===== src/rtl/pmt_pkg.sv =====
package pmt_pkg;

  // Operation codes carried by in_operation.
  localparam logic [1:0] OP_READ  = 2'd0;
  localparam logic [1:0] OP_WRITE = 2'd1;
  localparam logic [1:0] OP_MAP   = 2'd2;
  localparam logic [1:0] OP_FIND  = 2'd3;

  // Result status codes.
  localparam logic [1:0] ST_OK     = 2'd0;
  localparam logic [1:0] ST_ABSENT = 2'd1;
  localparam logic [1:0] ST_FAIL   = 2'd2;

  // Configuration register indexes.
  localparam int CFG_IDX_W = 1;
  localparam logic [CFG_IDX_W-1:0] CFG_PAGE_SIZE  = 1'd0;
  localparam logic [CFG_IDX_W-1:0] CFG_NUM_FRAMES = 1'd1;

  localparam int CFG_DATA_W   = 13;
  localparam int PAGE_W       = 13;
  localparam int NFRM_W       = 5;
  localparam int TAG_W        = 31;
  localparam int PROD_W       = TAG_W + PAGE_W;
  // Wide enough for any signed block bound at every parameter setting.
  localparam int SPAN_W       = 34;

endpackage


===== src/rtl/pmt_ram.sv =====
module pmt_ram
  import pmt_pkg::*;
#(
  parameter int WIDTH = 8,
  parameter int DEPTH = 16
) (
  input  logic                                    clk,
  input  logic                                    we,
  input  logic [(DEPTH > 1 ? $clog2(DEPTH) : 1)-1:0] waddr,
  input  logic [WIDTH-1:0]                        wdata,
  input  logic [(DEPTH > 1 ? $clog2(DEPTH) : 1)-1:0] raddr,
  output logic [WIDTH-1:0]                        rdata
);

  logic [WIDTH-1:0] mem [DEPTH];
  logic [WIDTH-1:0] rdata_r;

  always_ff @(posedge clk) begin
    if (we) begin
      mem[waddr] <= wdata;
    end
    rdata_r <= mem[raddr];
  end

  assign rdata = rdata_r;

endmodule


===== config.mk =====
export PLATFORM = sky130hd
export DESIGN_NAME = pmt_ram
export DESIGN_NICKNAME = d
export VERILOG_FILES = /design/src/rtl/pmt_pkg.sv /design/src/rtl/pmt_ram.sv
export SDC_FILE = /design/constraint.sdc
export NUM_CORES = 1
export LEC_CHECK = 0
export BUFFER_PORTS_ARGS = -buffer_cell sky130_fd_sc_hd__buf_4
export CAP_MARGIN = 5
export CORE_ASPECT_RATIO = 1.4
export CORE_MARGIN = 4
export CORE_UTILIZATION = 60
export CTS_CLUSTER_DIAMETER = 50
export DETAILED_ROUTE_END_ITERATION = 16
export PLACE_DENSITY = 0.75
export SETUP_SLACK_MARGIN = 0.02
export SYNTH_ARGS = -nofsm -noshare
export SYNTH_HDL_FRONTEND = slang
export SYNTH_SLANG_ARGS = --single-unit

===== constraint.sdc =====
create_clock -name clk -period 2.2 [get_ports clk]
set_clock_uncertainty 0.15 [all_clocks]
set_input_delay 0.33 -clock clk [delete_from_list [all_inputs] [get_ports clk]]
set_output_delay 0.33 -clock clk [all_outputs]
set_load 0.02 [all_outputs]

==> impl_metrics.env, run 1 <==
export IMPL_cp_arrival_ns=1.75
export IMPL_cts_buffers=17
export IMPL_drc=0
export IMPL_area_growth_pct=21.6
export IMPL_root_buffer="clkbuf_16"
export IMPL_ys_seq_area_share_pct=77.8
export IMPL_worst_setup_path_start_kind="primary input"
export IMPL_grt_overflow_total=0
export IMPL_netlist_instances=229
export IMPL_start_util_pct=62.4
export IMPL_yosys_area_top_type="edfxtp_1"
export IMPL_routed_via_density=6.19
export IMPL_place_port_buffers=25
export IMPL_yosysMostFrequentCell="edfxtp_1"
export IMPL_crit_fanout=12
export IMPL_crit_type="primary input to flop"
export IMPL_ctsHoldBuffers=0
export IMPL_core_rowCount=39
export IMPL_rsz0062_at_grt="false"
export IMPL_ios=26
export IMPL_power_density_mw_per_mm2=1030
export IMPL_utilization_pct=75.9
export IMPL_path_clk_slew_ns=0.06
export IMPL_worstSkewPairLatency_ns=0.41
export IMPL_place_inst=369
export IMPL_endpoint_kind="flop"
export IMPL_via_count=2483
export IMPL_synth_cell_types=19
export IMPL_slew_viol_final=0
export IMPL_yosys_top_cells_area="edfxtp_1, mux4_2, mux4_1"
export IMPL_gp_congestion=0.795
export IMPL_worst_path_most_repeated_cell="buf_4"
export IMPL_first_pass_iters=4
export IMPL_cp_top_family="multiplexers"
export IMPL_clockBufferDepth=2
export IMPL_antenna_cells=0
export IMPL_grt_pass1_vias=2632
export IMPL_fin_crit_sh_pct=73.8
export IMPL_post_cts_resized=0
export IMPL_hpwl_um=6130
export IMPL_worst_slew_margin_rel_pct=69.2
export IMPL_cts_tree="done"
export IMPL_avgRoutedWirePerCell_um=24.7
export IMPL_drtAntennaViolNets=0
export IMPL_setup_slack_ns=0.577
export IMPL_max_stage_delay_ns=0.57
export IMPL_layout_min_cycle_time_ns=1.62
export IMPL_ys_ff_latch=136
export IMPL_leakage_uw=0.00217
export IMPL_async_flop_share_pct=0
export IMPL_synth_commonest_cells="edfxtp_1, mux4_2, a22oi_1"
export IMPL_worstMarginPinSlew_ns=0.460
export IMPL_synth_top_area_share_pct=74.7
export IMPL_coreArea_sq_mm=0.00825
export IMPL_outcome="finished clean"
export IMPL_power_total_uw=6470
export IMPL_fmax_mhz=616
export IMPL_synth_nets=247
export IMPL_grt_use_total_pct=21.7
export IMPL_peakVddDrop_v=0.00134
export IMPL_synth_flop_cell="edfxtp_1"
export IMPL_avgSynthCellArea_sq_um=22.5
export IMPL_setup_viol=0
export IMPL_antenna_found_initial=0
export IMPL_die_w_um=86.3
export IMPL_synth_warnings=0
export IMPL_cts_sink_count=136
export IMPL_layout_nets=304
export IMPL_wirelength_um=9920
export IMPL_first_iter_violations=255
export IMPL_die_y_um=118
export IMPL_instances_no_fill=401
export IMPL_grt_max_degree=33
export IMPL_drv_cap=0
export IMPL_die_area_sq_mm=0.0101
export IMPL_cp_num_buf_inv=2
export IMPL_syn_area_sq_mm=0.00515
export IMPL_path_cells="buf_4 > buf_4 > mux4_1 > a22oi_1 > nand2_1"
export IMPL_tns_ns=0
export IMPL_grt_pass1_wl_um=15500
export IMPL_critPathSlowestCell="mux4_1"
export IMPL_drive_above_1_share_pct=33.1
export IMPL_cts_max_level=4
export IMPL_synth_edf_count=128
export IMPL_required_ns=2.33
export IMPL_hold_path_class="primary input to flop"
export IMPL_hold_viol=0
export IMPL_cts_setup_buffers=0
export IMPL_dp_slack_ns=0.177
[through the flow]
| stage | cell area (sq um) | hold WS, ns |
|---|---|---|
| floorplan | 5150 | 0.279 |
| global placement | 5560 | 0.482 |
| detailed placement | 5560 | 0.489 |
| CTS | 6260 | 0.0596 |
| global route | 6260 | 0.0755 |
| finish | 6260 | 0.0785 |
[where the power goes]
group | internal [uW] | switching, uW | leakage (uW)
registers | 2900 | 17.5 | 0.00122
clock network | 2250 | 1010 | 0.000332
logic | 136 | 170 | 0.000617
total | 5280 | 1190 | 0.00217
[flip-flops by register name (all words and copies together), names as in the netlist]
name	flops
mem	128
rdata	8
[path summary, 6_finish.rpt]
path / from / to / slack, ns / cells past startpoint
hold / removal: wdata[7] / mem[5][7] / 0.08 / 1
setup / recovery: raddr[0] / rdata[0] / 0.58 / 5
hold reg to reg: mem[12][1] / rdata[1] / 0.54 / 3
setup reg to reg: mem[0][0] / rdata[0] / 0.66 / 3
[final cells by class]
| cell class | instances | area [sq um] |
|---|---|---|
| Fill cell | 429 | 1990 |
| Timing Repair Buffer | 48 | 373 |
| Tap cell | 102 | 128 |
| Sequential cell | 136 | 4000 |
| Clock buffer | 21 | 480 |
| Clock inverter | 11 | 216 |
| Multi-Input combinational cell | 83 | 1060 |
[worst register-to-register path, delay by kind of cell (launching register included)]
family | cells | cell delay (ns)
flip-flops | 1 | 0.37
AO/OA/AOI/OAI | 1 | 0.27
multiplexers | 1 | 0.51
AND/OR/NAND/NOR | 1 | 0.11
[cells in the final DEF (no fill, tap or decap)]
master	instances
a22oi_1	16
and2_1	1
and2b_1	1
buf_12	1
buf_4	47
bufinv_16	6
clkbuf_16	17
clkbuf_8	4
clkinv_2	1
clkinv_4	1
clkinvlp_4	3
dfxtp_1	8
edfxtp_1	128
mux4_1	14
mux4_2	18
nand2_1	9
nand2b_1	2
nand3_1	1
nand3b_1	2
nor2_1	13
nor2b_1	1
nor3_1	4
or3b_2	1
[layer usage]
layer  track usage (%)  part of all wire, %  vias up
met1              28.7                   39     1278
met5                 0                    0        -
met3              5.74                  5.8       12
li1                  -                    -     1086
met2              35.2                   54      107
met4              7.60                  1.1        0
[kinds of logic after synthesis]
logic type / count (synthesis) / synth area share (%)
mux: 32 / 15.0
compound gates: 16 / 2.33
flops: 136 / 77.8
buf+inv: 10 / 1.68
simple gates: 35 / 3.18
Note: power is estimated with default switching activity, not from simulation.
==> inputs of run 2 (changes only) <==
clock period = 1.6 ns   (was 2.2 ns; I/O delays follow)
==> impl_metrics.env, run 2 (synthesis gave the netlist of run 1 again) <==
export IMPL_core_rowCount=39
export IMPL_worst_setup_path_start_kind="flop"
export IMPL_cts_buffers=17
export IMPL_setup_viol=0
export IMPL_layout_min_cycle_time_ns=1.49
export IMPL_rsz0062_at_grt="false"
export IMPL_avgRoutedWirePerCell_um=23.1
export IMPL_worst_slew_margin_rel_pct=54.8
export IMPL_antenna_cells=0
export IMPL_layout_nets=322
export IMPL_drc=0
export IMPL_grt_overflow_total=0
export IMPL_drive_above_1_share_pct=34.1
export IMPL_hpwl_um=6290
export IMPL_worstSkewPairLatency_ns=0.41
export IMPL_rrSetupSlack_ns=0.11
export IMPL_fin_area_sq_mm=0.00632
export IMPL_multi_input_area_sq_mm=0.00107
export IMPL_antenna_found_initial=0
export IMPL_clockBufferDepth=2
export IMPL_grt_use_total_pct=21.3
export IMPL_die_w_um=86.3
export IMPL_dp_slack_ns=-0.124
export IMPL_path_clk_slew_ns=0.06
export IMPL_setup_slack_ns=0.114
export IMPL_die_y_um=118
export IMPL_crit_fanout=1
export IMPL_area_growth_pct=22.9
export IMPL_hold_depth=1
export IMPL_grt_max_degree=19
export IMPL_wirelength_um=9680
export IMPL_drv_cap=0
export IMPL_crit_type="flop to flop"
export IMPL_post_dp_cell_area_sq_mm=0.00570
export IMPL_cts_sink_count=136
export IMPL_via_count=2603
export IMPL_grt_pass1_wl_um=15300
export IMPL_required_ns=1.73
export IMPL_post_cts_resized=0
export IMPL_fmax_mhz=673
export IMPL_outcome="finished clean"
export IMPL_first_iter_violations=245
export IMPL_grt_pass1_vias=2722
export IMPL_final_cell_mix="edfxtp_1, buf_4, mux4_2"
export IMPL_start_util_pct=62.4
export IMPL_cp_arrival_ns=1.62
export IMPL_instances_no_fill=419
export IMPL_cts_tree="done"
export IMPL_largest_reg_flops=128
export IMPL_leakage_uw=0.00221
export IMPL_slew_viol_final=0
export IMPL_layout_commonest_cell="edfxtp_1"
export IMPL_routed_via_density=6.21
export IMPL_fill_cells=453
export IMPL_place_port_buffers=25
export IMPL_cts_max_level=4
export IMPL_power_density_mw_per_mm2=1280
export IMPL_cts_setup_buffers=0
export IMPL_coreArea_sq_mm=0.00825
export IMPL_drtAntennaViolNets=0
export IMPL_endpoint_kind="flop"
export IMPL_seq_area_sq_mm=0.00400
export IMPL_cp_top_family="multiplexers"
export IMPL_cp_num_buf_inv=0
export IMPL_path_cells="mux4_1 > a22oi_1 > nand2_1"
export IMPL_critPathSlowestCell="mux4_1"
export IMPL_first_pass_iters=4
export IMPL_largest_register="mem"
export IMPL_place_inst=380
export IMPL_ios=26
export IMPL_worstMarginPinSlew_ns=0.676
export IMPL_max_stage_delay_ns=0.50
export IMPL_crit_cells=3
export IMPL_r2r_cells=3
export IMPL_fin_crit_sh_pct=92.9
export IMPL_gp_congestion=0.765
export IMPL_hold_path_class="primary input to flop"
export IMPL_root_buffer="clkbuf_16"
export IMPL_die_area_sq_mm=0.0101
export IMPL_peakVddDrop_v=0.00121
export IMPL_hold_viol=0
[run 2: cell types whose count changed in the layout (fill, tap and decap cells not counted), moves of 3 or more]
cell | before | now
buf_12 | 1 | 4
clkbuf_8 | 4 | 1
dlygate4sd3_1 | 0 | 7
bufinv_16 | 6 | 2
buf_4 | 47 | 55
clkinv_2 | 1 | 5
clkbuf_1 | 0 | 5
nor3_2 | 0 | 3
nor3_1 | 4 | 1
[run 2: path summary, 6_finish.rpt]
path	from	endpoint
worst min-delay path	wdata[6]	mem[10][6]
worst max register to register	mem[9][3]	rdata[3]
worst max-delay path	mem[9][3]	rdata[3]
worst min register to register	mem[8][4]	rdata[4]
[run 2: metal layers]
metal	global-route usage [%]	up-vias	routed length (um)
met4	8.58	0	170
met2	33.7	108	5100
met3	7.77	13	590
met5	0	-	0
met1	26.8	1357	3820
li1	-	1125	-
[run 2: cell type report]
class | count | area share (%)
clock buffer | 23 | 7.24
timing repair buffer | 66 | 8.90
clock inverter | 9 | 1.58
tap | 102 | 2.02
sequential | 136 | 63.3
multi-input combinational | 83 | 17.0
[run 2: power breakdown]
part	internal [uW]	switching [uW]	leakage, uW
registers	3990	26.8	0.00122
logic	220	241	0.000719
clock network	2320	1300	0.000271
total	6520	1570	0.00221
[run 2: metrics by stage]
| stage | utilization, % | TNS (ns) | hold slack, ns | power [uW] |
|---|---|---|---|---|
| 6_report | 76.7 | 0 | 0.0213 | 8090 |
| 5_1_grt | 76.7 | 0 | 0.0193 | 8360 |
| 4_1_cts | 76.7 | 0 | 0.00928 | 8150 |
| 3_5_place_dp | 69.1 | -2.00 | 0.409 | 4530 |
| 3_3_place_gp | 69.1 | -1.30 | 0.396 | 4520 |
| 2_1_floorplan | - | -1.66 | 0.189 | 4310 |
[run 2: what timing repair did]
item / 4_1_cts / 5_1_grt
hold buffers: 7 / 0
hold endpoints to repair: 112 / 0
endpoints found under the setup margin: 0 / 0
==> inputs of run 3 (changes only) <==
ABC_AREA = 1   (was unset)
CORE_UTILIZATION = 61   (was 60)
PLACE_DENSITY = 0.76   (was 0.75)
==> impl_metrics.env, run 3 <==
export IMPL_worstMarginPinSlew_ns=0.389
export IMPL_coreArea_sq_mm=0.00913
export IMPL_worst_slew_margin_rel_pct=74.1
export IMPL_hpwl_um=7850
export IMPL_ys_ff_latch=136
export IMPL_synth_nets=569
export IMPL_clockBufferDepth=2
export IMPL_routed_via_density=5.57
export IMPL_power_density_mw_per_mm2=1250
export IMPL_synth_commonest_cells="nand2_1, edfxtp_1, inv_1"
export IMPL_required_ns=1.80
export IMPL_syn_area_sq_mm=0.00577
export IMPL_ys_seq_area_share_pct=69.4
export IMPL_first_iter_violations=398
export IMPL_cts_buffers=17
export IMPL_utilization_pct=74.0
export IMPL_hold_path_class="primary input to flop"
export IMPL_cts_sink_count=136
export IMPL_avgSynthCellArea_sq_um=10.5
export IMPL_ctsHoldBuffers=1
export IMPL_synth_flop_cell="edfxtp_1"
export IMPL_setup_viol=0
export IMPL_grt_overflow_total=0
export IMPL_leakage_uw=0.00297
export IMPL_intPower_uw=6750
export IMPL_yosys_area_top_type="edfxtp_1"
export IMPL_endpoint_kind="flop"
export IMPL_core_rowCount=41
export IMPL_critPathLaunch="raddr[3]"
export IMPL_synth_top_area_share_pct=66.7
export IMPL_worstSkewPairLatency_ns=0.42
export IMPL_grt_use_total_pct=25.5
export IMPL_cp_arrival_ns=1.53
export IMPL_die_y_um=123
export IMPL_grt_pass1_vias=3727
export IMPL_layout_min_cycle_time_ns=1.33
export IMPL_drive_above_1_share_pct=12.3
export IMPL_die_area_sq_mm=0.0111
export IMPL_power_frac_clock_pct=46.1
export IMPL_grt_max_degree=65
export IMPL_swShare_pct=20.5
export IMPL_gp_congestion=0.831
export IMPL_yosys_top_cells_area="edfxtp_1, nand2_1, nand3_1"
export IMPL_crit_fanout=9
export IMPL_wirelength_um=13100
export IMPL_drv_cap=0
export IMPL_hold_viol=0
export IMPL_share_seq_of_total_power_pct=47.3
export IMPL_holdWs_ns=0.0176
export IMPL_yosysMostFrequentCell="nand2_1"
export IMPL_critPathSlowestCell="dlygate4sd3_1"
export IMPL_antenna_cells=0
export IMPL_netlist_instances=551
export IMPL_largest_register="mem"
export IMPL_outcome="finished clean"
export IMPL_max_stage_delay_ns=0.54
export IMPL_synth_edf_count=128
export IMPL_cts_setup_buffers=0
export IMPL_antenna_found_initial=0
export IMPL_cts_max_level=4
export IMPL_post_cts_resized=0
export IMPL_place_port_buffers=25
export IMPL_first_pass_iters=6
export IMPL_drc=0
export IMPL_worst_setup_path_start_kind="primary input"
export IMPL_p_sw_uw=1740
export IMPL_synth_cell_types=12
export IMPL_multi_input_area_sq_mm=0.00121
export IMPL_synth_warnings=0
export IMPL_peakVddDrop_v=0.000983
export IMPL_dp_slack_ns=0.116
export IMPL_instances_no_fill=715
export IMPL_seq_area_sq_mm=0.00400
export IMPL_tns_ns=0
export IMPL_fill_cells=598
export IMPL_layout_commonest_cell="nand2_1"
export IMPL_grt_pass1_wl_um=20800
export IMPL_hold_path_startpoint="wdata[5]"
export IMPL_largest_reg_flops=128
export IMPL_avgRoutedWirePerCell_um=18.3
export IMPL_fin_crit_sh_pct=82.9
export IMPL_start_util_pct=63.2
export IMPL_ios=26
export IMPL_root_buffer="clkbuf_16"
export IMPL_worstReg2RegStart="mem[7][0]"
export IMPL_path_cells="dlygate4sd3_1 > buf_4 > inv_1 > nand3_1 > nand2_1"
export IMPL_final_cell_mix="nand2_1, edfxtp_1, inv_1"
export IMPL_via_count=3983
export IMPL_drtAntennaViolNets=0
export IMPL_combPwrFrac_pct=6.6
export IMPL_rsz0062_at_grt="false"
export IMPL_fmax_mhz=754
export IMPL_crit_type="primary input to flop"
export IMPL_setup_slack_ns=0.273
export IMPL_slew_viol_final=0
export IMPL_cts_tree="done"
export IMPL_place_inst=682
export IMPL_layout_nets=613
export IMPL_die_w_um=90.2
export IMPL_async_flop_share_pct=0
export IMPL_area_growth_pct=17.2
export IMPL_path_clk_slew_ns=0.05
run 3: power by group through the flow:
stage | sequential (uW) | combinational (uW) | clock (uW)
2_1_floorplan | 4110 | 281 | 0
3_3_place_gp | 4080 | 537 | 0
3_5_place_dp | 4080 | 547 | 0
4_1_cts | 4010 | 558 | 3930
5_1_grt | 4020 | 613 | 4110
6_report | 4010 | 559 | 3910
run 3: area by class of cell:
| cell class | instances | share of cell area [%] |
|---|---|---|
| Sequential cell | 136 | 59.2 |
| Multi-Input combinational cell | 289 | 17.9 |
| Clock buffer | 21 | 6.51 |
| Timing Repair Buffer | 49 | 6.40 |
| Inverter | 102 | 5.66 |
| Clock inverter | 11 | 2.28 |
| Tap cell | 107 | 1.98 |
run 3: final timing paths:
path | slack, ns | to | cells after the start
setup / recovery | 0.27 | rdata[2] | 5
hold / removal | 0.02 | mem[11][5] | 1
setup reg to reg | 0.33 | rdata[0] | 6
hold reg to reg | 0.50 | rdata[4] | 6
run 3: kinds of logic after synthesis:
logic type / count (synthesis) / share of synthesized area [%]
flip-flops: 136 / 69.4
buffers and inverters: 126 / 9.52
AND/OR/NAND/NOR: 289 / 21.0
run 3: through the flow:
step	total power (uW)	area, sq um
6_report	8480	6760
5_1_grt	8740	6760
4_1_cts	8500	6760
3_5_place_dp	4630	6160
3_3_place_gp	4620	6160
2_1_floorplan	4390	5770
run 3: worst max-delay path, delay by kind of cell:
| kind | cells | cell delay (ns) |
|---|---|---|
| buf+inv | 3 | 0.96 |
| simple gates | 2 | 0.32 |
run 3: per-layer routing:
metal | vias to the layer above | part of all wire [%] | global-route usage [%]
met5 | - | 0 | 0
met4 | 0 | 1.9 | 9.20
met3 | 27 | 7.8 | 5.05
met2 | 239 | 53 | 44.7
met1 | 1857 | 38 | 31.9
li1 | 1860 | - | -
